$ cat config.mk
export PLATFORM = sky130hd
export DESIGN_NAME = event_wait_task_scheduler_top_flat
export DESIGN_NICKNAME = d
export VERILOG_FILES = /design/src/rtl/ewts_pkg.sv /design/src/rtl/ewts_if.sv /design/src/rtl/ewts_qcell.sv /design/src/rtl/ewts_queue.sv /design/src/rtl/ewts_tcell.sv /design/src/rtl/event_wait_task_scheduler_top.sv /design/src/flat_wrapper.sv
export SDC_FILE = /design/constraint.sdc
export NUM_CORES = 2
export LEC_CHECK = 0
export BUFFER_PORTS_ARGS = -buffer_cell sky130_fd_sc_hd__buf_2
export CAP_MARGIN = 10
export CORE_ASPECT_RATIO = 1.75
export CORE_MARGIN = 2
export CORE_UTILIZATION = 39
export CTS_CLUSTER_DIAMETER = 200
export CTS_CLUSTER_SIZE = 16
export DETAILED_ROUTE_END_ITERATION = 16
export PLACE_DENSITY_LB_ADDON = 0.2
export SYNTH_ARGS = -nofsm -noshare
export SYNTH_HDL_FRONTEND = slang
export SYNTH_SLANG_ARGS = --single-unit
$ cat constraint.sdc
create_clock -name i_clk -period 19.55 [get_ports i_clk]
set_input_delay 1.955 -clock i_clk [delete_from_list [all_inputs] [get_ports i_clk]]
set_output_delay 1.955 -clock i_clk [all_outputs]
set_load 0.01 [all_outputs]
$ cat src/rtl/ewts_pkg.sv
package ewts_pkg;

    localparam int QueueDepth   = 16;
    localparam int TableEntries = 16;
    localparam int TaskBits     = 8;
    localparam int QCntW        = $clog2(QueueDepth + 1);

    typedef enum logic [1:0] {
        K_SUSPEND  = 2'd0,
        K_CANCEL   = 2'd1,
        K_SCHEDULE = 2'd2,
        K_NONE     = 2'd3
    } t_kind;

    localparam logic [2:0] EV_YIELD   = 3'd0;
    localparam logic [2:0] EV_STREAM  = 3'd1;
    localparam logic [2:0] EV_SUPDATE = 3'd2;
    localparam logic [2:0] EV_TIMER   = 3'd3;

    localparam logic [2:0] ST_RESUMED  = 3'd0;
    localparam logic [2:0] ST_SKIPPED  = 3'd1;
    localparam logic [2:0] ST_INVALID  = 3'd2;
    localparam logic [2:0] ST_ACCEPTED = 3'd3;
    localparam logic [2:0] ST_DROPPED  = 3'd4;

    localparam logic [0:0] ADDR_INVALID_DESC = 1'd0;

    typedef enum logic [1:0] {
        S_IDLE,
        S_SWEEP,
        S_FINISH,
        S_OUT
    } t_state;

    // Operation broadcast to the cells of one queue.
    typedef struct packed {
        logic                push;     // append at position count
        logic                pop;      // remove head
        logic                cancel;   // remove first match
        logic [QCntW-1:0]    count;
        logic [TaskBits-1:0] task_id;
    } t_qop;

    // Operation broadcast to the table cells.
    typedef struct packed {
        logic       insert;
        logic       remove;
        logic [63:0] key;
        logic [TaskBits-1:0] task_id;
    } t_top;

endpackage

$ cat src/rtl/ewts_if.sv
interface ewts_in_if;
    logic        valid;
    logic        ready;
    logic [1:0]  kind;
    logic [2:0]  event_kind;
    logic [7:0]  task_id;
    logic [63:0] descriptor;
    modport source (output valid, kind, event_kind, task_id, descriptor, input ready);
    modport sink (input valid, kind, event_kind, task_id, descriptor, output ready);
endinterface

interface ewts_out_if;
    logic       valid;
    logic       ready;
    logic [2:0] status;
    logic [7:0] resumed_task;
    modport source (output valid, status, resumed_task, input ready);
    modport sink (input valid, status, resumed_task, output ready);
endinterface

$ cat src/rtl/ewts_qcell.sv
// One FIFO slot. A match flag ripples from head to tail so that the slot
// at and behind the first match take their neighbor's word on removal.
module ewts_qcell (
    input  logic                             i_clk,
    input  logic [ewts_pkg::QCntW-1:0]       i_pos,
    input  logic                             i_apply,
    input  ewts_pkg::t_qop                   i_op,
    input  logic                             i_hit_in,
    input  logic [ewts_pkg::TaskBits-1:0]    i_next,
    output logic                             o_hit_out,
    output logic [ewts_pkg::TaskBits-1:0]    o_data
);
    logic [ewts_pkg::TaskBits-1:0] r_data;
    logic live, shift;

    assign live      = i_pos < i_op.count;
    assign o_hit_out = i_hit_in | (live & i_op.cancel & (r_data == i_op.task_id));
    assign shift     = i_op.pop | (i_op.cancel & o_hit_out);
    assign o_data    = r_data;

    always_ff @(posedge i_clk) begin
        if (i_apply) begin
            if (i_op.push && i_pos == i_op.count) begin
                r_data <= i_op.task_id;
            end else if (shift) begin
                r_data <= i_next;
            end
        end
    end
endmodule

$ cat src/rtl/ewts_queue.sv
module ewts_queue (
    input  logic                          i_clk,
    input  logic                          i_rst_n,
    input  logic                          i_apply,
    input  ewts_pkg::t_qop                i_op,
    output logic [ewts_pkg::QCntW-1:0]    o_count,
    output logic [ewts_pkg::TaskBits-1:0] o_head
);
    localparam int N = ewts_pkg::QueueDepth;
    logic [N:0] hit;
    logic [ewts_pkg::TaskBits-1:0] data [N+1];
    logic [ewts_pkg::QCntW-1:0] r_count;

    assign hit[0]  = 1'b0;
    assign data[N] = '0;

    for (genvar g = 0; g < N; g++) begin : g_cell
        ewts_qcell u_cell (
            .i_clk    (i_clk),
            .i_pos    (ewts_pkg::QCntW'(g)),
            .i_apply  (i_apply),
            .i_op     (i_op),
            .i_hit_in (hit[g]),
            .i_next   (data[g+1]),
            .o_hit_out(hit[g+1]),
            .o_data   (data[g])
        );
    end

    assign o_head  = data[0];
    assign o_count = r_count;

    always_ff @(posedge i_clk) begin
        if (!i_rst_n) begin
            r_count <= '0;
        end else if (i_apply) begin
            if (i_op.push) begin
                r_count <= r_count + 1'b1;
            end else if (i_op.pop || (i_op.cancel && hit[N])) begin
                r_count <= r_count - 1'b1;
            end
        end
    end
endmodule

$ cat src/rtl/ewts_tcell.sv
// One wait-table slot: key compare, and a free flag plus a match flag
// that ripple down the row; an insert fills only the first free slot.
module ewts_tcell (
    input  logic                          i_clk,
    input  logic                          i_rst_n,
    input  logic                          i_apply,
    input  ewts_pkg::t_top                i_op,
    input  logic                          i_free_in,
    input  logic                          i_hit_in,
    input  logic [ewts_pkg::TaskBits-1:0] i_task_in,
    output logic                          o_free_out,
    output logic                          o_hit_out,
    output logic [ewts_pkg::TaskBits-1:0] o_task_out
);
    logic                          r_valid;
    logic [63:0]                   r_key;
    logic [ewts_pkg::TaskBits-1:0] r_task;
    logic match, first_free;

    assign match      = r_valid & (r_key == i_op.key);
    assign first_free = ~r_valid & ~i_free_in;
    assign o_free_out = i_free_in | ~r_valid;
    assign o_hit_out  = i_hit_in | match;
    assign o_task_out = match ? r_task : i_task_in;

    always_ff @(posedge i_clk) begin
        if (!i_rst_n) begin
            r_valid <= 1'b0;
        end else if (i_apply) begin
            if (i_op.insert && first_free) begin
                r_valid <= 1'b1;
            end else if (i_op.remove && match) begin
                r_valid <= 1'b0;
            end
        end
    end

    always_ff @(posedge i_clk) begin
        if (i_apply && i_op.insert && first_free) begin
            r_key  <= i_op.key;
            r_task <= i_op.task_id;
        end
    end
endmodule

$ cat src/rtl/event_wait_task_scheduler_top.sv
// Wait-queue scheduler: two FIFOs and a keyed wait table, each a row of cells.
// A word is held, searched in S_SWEEP, committed in S_FINISH and shown in
// S_OUT; a new word is taken only once the result has been taken, so
// holding off the output also holds off the input.
// Reset (i_rst_n low, synchronous): queues empty, table entries invalid,
// invalid_descriptor all ones.
module event_wait_task_scheduler_top (
    input  logic        i_clk,
    input  logic        i_rst_n,
    ewts_in_if.sink     in_w,
    ewts_out_if.source  out_w,
    input  logic        psel,
    input  logic        penable,
    input  logic        pwrite,
    input  logic [2:0]  paddr,
    input  logic [63:0] pwdata,
    output logic [63:0] prdata,
    output logic        pready
);
    localparam int TB = ewts_pkg::TaskBits;
    localparam int TN = ewts_pkg::TableEntries;

    ewts_pkg::t_state r_state, n_state;

    logic [63:0]   r_inv;
    logic [1:0]    r_kind;
    logic [2:0]    r_ev;
    logic [TB-1:0] r_task;
    logic [63:0]   r_desc;
    logic [2:0]    r_status;
    logic [TB-1:0] r_res;

    // Register file: one register, decoded from paddr[2] low (byte addresses zero to three).
    assign pready = 1'b1;
    assign prdata = (paddr[2] == ewts_pkg::ADDR_INVALID_DESC) ? r_inv : 64'd0;

    always_ff @(posedge i_clk) begin
        if (!i_rst_n) begin
            r_inv <= '1;
        end else if (psel && penable && pwrite && pready
                     && paddr[2] == ewts_pkg::ADDR_INVALID_DESC) begin
            r_inv <= pwdata;
        end
    end

    // Decode the held word.
    logic is_susp, is_canc, is_sched, ev_y, ev_s, ev_t, desc_bad;
    assign is_susp  = r_kind == ewts_pkg::K_SUSPEND;
    assign is_canc  = r_kind == ewts_pkg::K_CANCEL;
    assign is_sched = r_kind == ewts_pkg::K_SCHEDULE;
    assign ev_y     = r_ev == ewts_pkg::EV_YIELD;
    assign ev_s     = r_ev == ewts_pkg::EV_STREAM;
    assign ev_t     = r_ev == ewts_pkg::EV_SUPDATE || r_ev == ewts_pkg::EV_TIMER;
    assign desc_bad = r_desc == r_inv;

    // Search results of the rows; the table outcome is sampled in S_SWEEP.
    logic [ewts_pkg::QCntW-1:0] ycnt, scnt;
    logic [TB-1:0] yhead, shead;
    logic [TN:0] tfree, thit;
    logic [TB-1:0] ttask [TN+1];
    logic r_tfree, r_thit;
    logic [TB-1:0] r_ttask;

    logic apply;
    assign apply = r_state == ewts_pkg::S_FINISH;

    ewts_pkg::t_qop yop, sop;
    ewts_pkg::t_top top;
    logic yfull, sfull;
    assign yfull = ycnt == ewts_pkg::QCntW'(ewts_pkg::QueueDepth);
    assign sfull = scnt == ewts_pkg::QCntW'(ewts_pkg::QueueDepth);

    always_comb begin
        yop.push    = is_susp & ev_y & ~yfull;
        yop.pop     = is_sched & ev_y & (ycnt != '0);
        yop.cancel  = is_canc & ev_y;
        yop.count   = ycnt;
        yop.task_id = r_task;
        sop.push    = is_susp & ev_s & ~sfull;
        sop.pop     = is_sched & ev_s & (scnt != '0);
        sop.cancel  = is_canc & ev_s;
        sop.count   = scnt;
        sop.task_id = r_task;
        top.insert  = is_susp & ev_t & ~desc_bad & ~r_thit;
        top.remove  = (is_canc & ev_t) | (is_sched & ev_t & ~desc_bad);
        top.key     = r_desc;
        top.task_id = r_task;
    end

    ewts_queue u_yq (
        .i_clk(i_clk), .i_rst_n(i_rst_n), .i_apply(apply), .i_op(yop),
        .o_count(ycnt), .o_head(yhead)
    );
    ewts_queue u_sq (
        .i_clk(i_clk), .i_rst_n(i_rst_n), .i_apply(apply), .i_op(sop),
        .o_count(scnt), .o_head(shead)
    );

    assign tfree[0] = 1'b0;
    assign thit[0]  = 1'b0;
    assign ttask[0] = '0;
    for (genvar g = 0; g < TN; g++) begin : g_tab
        ewts_tcell u_cell (
            .i_clk(i_clk), .i_rst_n(i_rst_n), .i_apply(apply), .i_op(top),
            .i_free_in(tfree[g]), .i_hit_in(thit[g]), .i_task_in(ttask[g]),
            .o_free_out(tfree[g+1]), .o_hit_out(thit[g+1]), .o_task_out(ttask[g+1])
        );
    end

    // Hold the table search outcome before the commit cycle.
    always_ff @(posedge i_clk) begin
        if (r_state == ewts_pkg::S_SWEEP) begin
            r_tfree <= tfree[TN];
            r_thit  <= thit[TN];
            r_ttask <= ttask[TN];
        end
    end

    // Result of the held word, formed in the commit cycle.
    logic [2:0]    res_st;
    logic [TB-1:0] res_tk;
    always_comb begin
        res_st = ewts_pkg::ST_DROPPED;
        res_tk = '0;
        unique case (r_kind)
            ewts_pkg::K_SUSPEND: begin
                if (ev_y) begin
                    res_st = yfull ? ewts_pkg::ST_DROPPED : ewts_pkg::ST_ACCEPTED;
                end else if (ev_s) begin
                    res_st = sfull ? ewts_pkg::ST_DROPPED : ewts_pkg::ST_ACCEPTED;
                end else if (ev_t) begin
                    res_st = (desc_bad || r_thit || !r_tfree) ? ewts_pkg::ST_DROPPED
                                                              : ewts_pkg::ST_ACCEPTED;
                end
            end
            ewts_pkg::K_CANCEL: begin
                if (ev_y || ev_s || ev_t) res_st = ewts_pkg::ST_ACCEPTED;
            end
            ewts_pkg::K_SCHEDULE: begin
                res_st = ewts_pkg::ST_SKIPPED;
                if (ev_y && ycnt != '0) begin
                    res_st = ewts_pkg::ST_RESUMED;
                    res_tk = yhead;
                end else if (ev_s && scnt != '0) begin
                    res_st = ewts_pkg::ST_RESUMED;
                    res_tk = shead;
                end else if (ev_t && desc_bad) begin
                    res_st = ewts_pkg::ST_INVALID;
                end else if (ev_t && r_thit) begin
                    res_st = ewts_pkg::ST_RESUMED;
                    res_tk = r_ttask;
                end
            end
            default: res_st = ewts_pkg::ST_DROPPED;
        endcase
    end

    // Sequencer.
    always_comb begin
        n_state = r_state;
        unique case (r_state)
            ewts_pkg::S_IDLE:   if (in_w.valid) n_state = ewts_pkg::S_SWEEP;
            ewts_pkg::S_SWEEP:  n_state = ewts_pkg::S_FINISH;
            ewts_pkg::S_FINISH: n_state = ewts_pkg::S_OUT;
            ewts_pkg::S_OUT:    if (out_w.ready) n_state = ewts_pkg::S_IDLE;
            default:            n_state = ewts_pkg::S_IDLE;
        endcase
    end

    always_comb begin
        in_w.ready   = r_state == ewts_pkg::S_IDLE;
        out_w.valid  = r_state == ewts_pkg::S_OUT;
        out_w.status = r_status;
        out_w.resumed_task = 8'(r_res);
    end

    always_ff @(posedge i_clk) begin
        if (!i_rst_n) begin
            r_state <= ewts_pkg::S_IDLE;
        end else begin
            r_state <= n_state;
        end
    end

    always_ff @(posedge i_clk) begin
        if (in_w.valid && in_w.ready) begin
            r_kind <= in_w.kind;
            r_ev   <= in_w.event_kind;
            r_task <= TB'(in_w.task_id);
            r_desc <= in_w.descriptor;
        end
        if (apply) begin
            r_status <= res_st;
            r_res    <= res_tk;
        end
    end

`ifndef SYNTH
    a_one_word: assert property (@(posedge i_clk) disable iff (!i_rst_n)
        (in_w.valid && in_w.ready) |=> !in_w.ready)
        else $error("second word taken while busy");
    a_out_after_commit: assert property (@(posedge i_clk) disable iff (!i_rst_n)
        $rose(out_w.valid) |-> $past(r_state == ewts_pkg::S_FINISH))
        else $error("result without commit");
    a_resumed_tk: assert property (@(posedge i_clk) disable iff (!i_rst_n)
        (out_w.valid && out_w.status != ewts_pkg::ST_RESUMED) |-> out_w.resumed_task == 8'd0)
        else $error("task reported without resume");
    a_ycnt: assert property (@(posedge i_clk) disable iff (!i_rst_n)
        ycnt <= ewts_pkg::QCntW'(ewts_pkg::QueueDepth))
        else $error("yield count overflow");
`endif
endmodule
$ cat src/flat_wrapper.sv
// flat-port wrapper written by rule: the top's interface ports become plain ports
module event_wait_task_scheduler_top_flat 
  (i_clk, i_rst_n, psel, penable, pwrite, paddr, pwdata, prdata, pready, in_w_valid, in_w_kind, in_w_event_kind, in_w_task_id, in_w_descriptor, in_w_ready, out_w_valid, out_w_status, out_w_resumed_task, out_w_ready);
  ewts_in_if in_w_i ();
  ewts_out_if out_w_i ();
  input  logic i_clk;
  input  logic i_rst_n;
  input  logic psel;
  input  logic penable;
  input  logic pwrite;
  input  logic [2:0] paddr;
  input  logic [63:0] pwdata;
  output logic [63:0] prdata;
  output logic pready;
  input wire logic [$bits(in_w_i.valid)-1:0] in_w_valid;
  input wire logic [$bits(in_w_i.kind)-1:0] in_w_kind;
  input wire logic [$bits(in_w_i.event_kind)-1:0] in_w_event_kind;
  input wire logic [$bits(in_w_i.task_id)-1:0] in_w_task_id;
  input wire logic [$bits(in_w_i.descriptor)-1:0] in_w_descriptor;
  output wire logic [$bits(in_w_i.ready)-1:0] in_w_ready;
  output wire logic [$bits(out_w_i.valid)-1:0] out_w_valid;
  output wire logic [$bits(out_w_i.status)-1:0] out_w_status;
  output wire logic [$bits(out_w_i.resumed_task)-1:0] out_w_resumed_task;
  input wire logic [$bits(out_w_i.ready)-1:0] out_w_ready;
  assign in_w_i.valid = in_w_valid;
  assign in_w_i.kind = in_w_kind;
  assign in_w_i.event_kind = in_w_event_kind;
  assign in_w_i.task_id = in_w_task_id;
  assign in_w_i.descriptor = in_w_descriptor;
  assign in_w_ready = in_w_i.ready;
  assign out_w_valid = out_w_i.valid;
  assign out_w_status = out_w_i.status;
  assign out_w_resumed_task = out_w_i.resumed_task;
  assign out_w_i.ready = out_w_ready;
  event_wait_task_scheduler_top u_core (.i_clk(i_clk), .i_rst_n(i_rst_n), .in_w(in_w_i), .out_w(out_w_i), .psel(psel), .penable(penable), .pwrite(pwrite), .paddr(paddr), .pwdata(pwdata), .prdata(prdata), .pready(pready));
endmodule
==> summary.md <==
| Metric | Value |
|---|---|
| Status | completed |
| Sequential share of power | approximately 50% |
| Placement Setup Slack | 14.09 ns |
| Die area | between 150000 and 200000 um2 |
| Most frequent cells in the layout | edfxtp_1 (1506), xnor2_1 (594), xor2_1 (525), mux2_2 (241), nand2_1 (232) |
| Switch Pwr | between 2000 and 3000 uW |
| Core box area | 181300 um2 |
| GP Congestion | 0.9333 |
| Critical path class | reg2reg |
| TritonRoute pass-1 iters | 6 |
| CTS tree | yes |
| Commonest non-fill, non-tap cell in the layout | edfxtp_1 |
| Post-synth EDFFs | between 1.5k and 2k |
| Sw frac | 31.71% |
| CP endpoint kind | flop |
| Final setup vio count | 0 |
| Register area share after synthesis | 66.31% |
| CTS sink count | 1598 |
| Final Cell Area | between 70000 and 80000 um2 |
| Worst-path clk slew | 0.07 ns |
| Post-CTS Setup Repair Bufs | 0 |
| Clock share of power | between 20% and 30% |
| Initial Util | 39.15% |
| Synthesized instance count | 4933 |
| Final Hold Vio Count | 0 |
| RSZ-0062 raised after global routing | false |
| Fin crit share | 27.86% |
| Vias post-DR | ~42k |
| CTS Buf Count | 109 |
| Hold_sp | u_core.r_inv[44]$_SDFFE_PN1P_ |
| Global-route usage over all layers | 24.42% |
| Placed Area | 75440 um2 |
| Worst-Skew Late Latency | 0.75 ns |
| Initial antenna violation count | 7 |
| Final Skew | about 0.044 ns |
| Synth Register Bits | 1598 |
| Grt met1 use | 26.99% |
| Root buffer cell | clkbuf_16 |
| Mean area per synthesized cell | 14.39 um2 |
| Fmax | about 180 MHz |
| Post-DP HPWL | 156.6 mm |
| Rows | slightly above 200 |
| Fin crit period | 5.446 ns |
| Reg-to-reg slack, setup | 14.10 ns |
| Worst Path Arrival | 5.80 ns |
| # hold bufs at CTS | 0 |
| Syn_nets | 5098 |
| Pwr per Cell Area | 102.6 nW/um2 |
| Peak fanout along the critical path | 65 |
| Die height | 568.3 um |
| Layout Utilization | 43.32% |
| CTS H-tree lvls | 3 |
| Met3 usage | 2.676% |
| Reg2reg start | u_core.r_desc[49]$_DFFE_PP_ |
| Netlist cell types | 83 |
| Grt met2 use | 44.84% |
| Hold Crit Class | reg2reg |
| Worst EP required | 19.91 ns |
| Fin Setup TNS | 0 ns |
| Pins Over Slew Limit | 0 |
| Worst slew margin relative to its limit | a little over a quarter |
| Leakage power | 0.02502 uW |
| Number of buffers added on ports | between 200 and 250 |
| First-pass GRT wire length | 321.8 mm |
| CTS Buffer Depth | 3 |
| Largest net degree at the start of global routing | 75 |
| Busiest layer in global routing | met2 |
| Cell-internal power | roughly 5500 uW |
| RR Endpoint | u_core.g_tab[15].u_cell.r_key[44]$_DFFE_PP_ |
| Post-DR vias/cell | 5.506 |
| Final Net Count | 5365 |
| WL/cell | 30.01 um |
| Maximum vdd ir drop | 0.09921 mV |
| WHS Endpoint | u_core.r_inv[44]$_SDFFE_PN1P_ |
| Worst-margin pin slew | ~1.1 ns |
| Area grow syn2layout | 10.66% |
| Antenna viol nets, final | 0 |
| Iter 0 DRT Violations | 4099 |
| Final WL | 230.2 mm |
| Layout cells sized above 1 | around 16% |
| Die W | 326.5 um |
| Vias in the first global route | between 40k and 50k |
| Top_reg_cell synth | edfxtp_1 |
| Max-Cap Viols | 0 |
| Total grt overflow | 0 |
| CTS resizes | 0 |
| CP startpoint kind | flop |
| Mapped Area | 70970 um2 |
| R2R cell count | 13 |
| Final WS setup | ~14 ns |
| DRC violations left | 0 |
| Final Power | 8059 uW |
| Combinational share of power | 22.4% |
| Async set-reset flop share out of synthesis | 0% |
| I/O Pins | 229 |
| Yosys warnings | 0 |
| Worst hold path depth | 2 |
cells in the mapped netlist, types with 92 or more instances:
library cell / number / area share, %
nand2_1: 232 / 1.2
dfxtp_1: 92 / 2.6
edfxtp_1: 1506 / 64
buf_2: 125 / 0.88
nor4_1: 189 / 1.7
mux2_2: 241 / 3.8
nand3_1: 120 / 0.85
nor2_1: 106 / 0.56
inv_1: 119 / 0.63
xnor2_1: 594 / 7.3
xor2_1: 525 / 6.5
nand4_1: 172 / 1.5
nor2b_1: 92 / 0.81
final cells by class:
cell class,count,area [um2]
fillers,16590,102800
repair buffers,416,2597
flip-flops and latches,1598,47070
multi-input cells,2942,22280
diodes,7,17.52
well taps,2403,3007
clock inverters,4,42.54
clock buffers,170,3030
inverters,133,500.5
how the worst max path moves through the flow:
| stage | slack, ns | end | from | cells past startpoint |
|---|---|---|---|---|
| after floorplan | 9.39 | u_core.g_tab[8].u_cell.r_key[0]$_DFFE_PP_ | u_core.r_desc[54]$_DFFE_PP_ | 10 |
| after global placement | 14.13 | u_core.g_tab[3].u_cell.r_key[38]$_DFFE_PP_ | u_core.r_desc[58]$_DFFE_PP_ | 9 |
| after detailed placement | 14.09 | u_core.g_tab[3].u_cell.r_key[2]$_DFFE_PP_ | u_core.r_desc[58]$_DFFE_PP_ | 9 |
| after CTS | 14.07 | u_core.g_tab[3].u_cell.r_key[6]$_DFFE_PP_ | u_core.r_desc[58]$_DFFE_PP_ | 9 |
| after global routing | 13.80 | u_core.g_tab[15].u_cell.r_key[44]$_DFFE_PP_ | u_core.r_desc[49]$_DFFE_PP_ | 13 |
| final | 14.10 | u_core.g_tab[15].u_cell.r_key[44]$_DFFE_PP_ | u_core.r_desc[49]$_DFFE_PP_ | 13 |
routing by layer:
metal	vias to the layer above	part of all wire [%]
li1	18750	-
met1	21870	36
met2	1235	53
met3	400	4.3
met4	0	6.9
met5	-	0
registers in the layout (all words and copies together), names as in the netlist:
signal / count
u_core.g_tab.u_cell.r_valid: 16
u_core.r_ttask: 8
u_core.r_task: 8
u_core.u_sq.g_cell.u_cell.o_data: 128
u_core.out_w.resumed_task: 8
u_core.u_yq.o_count: 5
u_core.r_kind: 2
u_core.r_inv: 64
u_core.r_thit: 1
u_core.r_state: 2
u_core.g_tab.u_cell.r_key: 1024
u_core.r_tfree: 1
u_core.g_tab.u_cell.r_task: 128
u_core.out_w.status: 3
u_core.r_ev: 3
u_core.u_yq.g_cell.u_cell.o_data: 128
u_core.r_desc: 64
u_core.u_sq.o_count: 5
stage by stage:
step / cells / hold WS [ns]
finish: 7673 / 0.4949
global route: 7671 / 0.5246
CTS: 7665 / 0.4968
detailed placement: 7491 / 0.4862
global placement: 7491 / 0.4828
floorplan: 4933 / 0.4677
power by group through the flow:
stage / Combinational [uW] / Sequential [uW] / Clock [uW]
2_1_floorplan: 908 / 4130 / 0
3_3_place_gp: 1800 / 4100 / 0
3_5_place_dp: 1810 / 4100 / 0
4_1_cts: 1820 / 4020 / 2290
5_1_grt: 1890 / 4030 / 2390
6_report: 1800 / 4020 / 2230
logic make-up (layout without fill, tap and decap cells):
logic type | after synthesis | in the layout | share of synthesized area, %
buf+inv | 393 | 723 | 2.533
compound gates | 446 | 446 | 4.640
mux | 250 | 250 | 3.951
xor+xnor | 1119 | 1119 | 13.81
flops | 1598 | 1598 | 66.31
fa+ha+maj | 14 | 14 | 0.2468
other cells | 1 | 8 | 0.005284
simple gates | 1112 | 1112 | 8.501
critical path, cell delays in order (launching register included):
cell,delay (ns)
edfxtp_1,0.32
buf_4,0.38
buf_4,0.39
xor2_1,0.17
nor4_1,0.08
nand4_1,0.10
nor4_2,0.05
buf_4,0.19
nor2_1,0.14
nand4_1,0.82
nor2b_1,0.42
nand2_1,0.18
nor3_2,0.83
buf_4,0.80
Power figures use the tool's default switching activity.
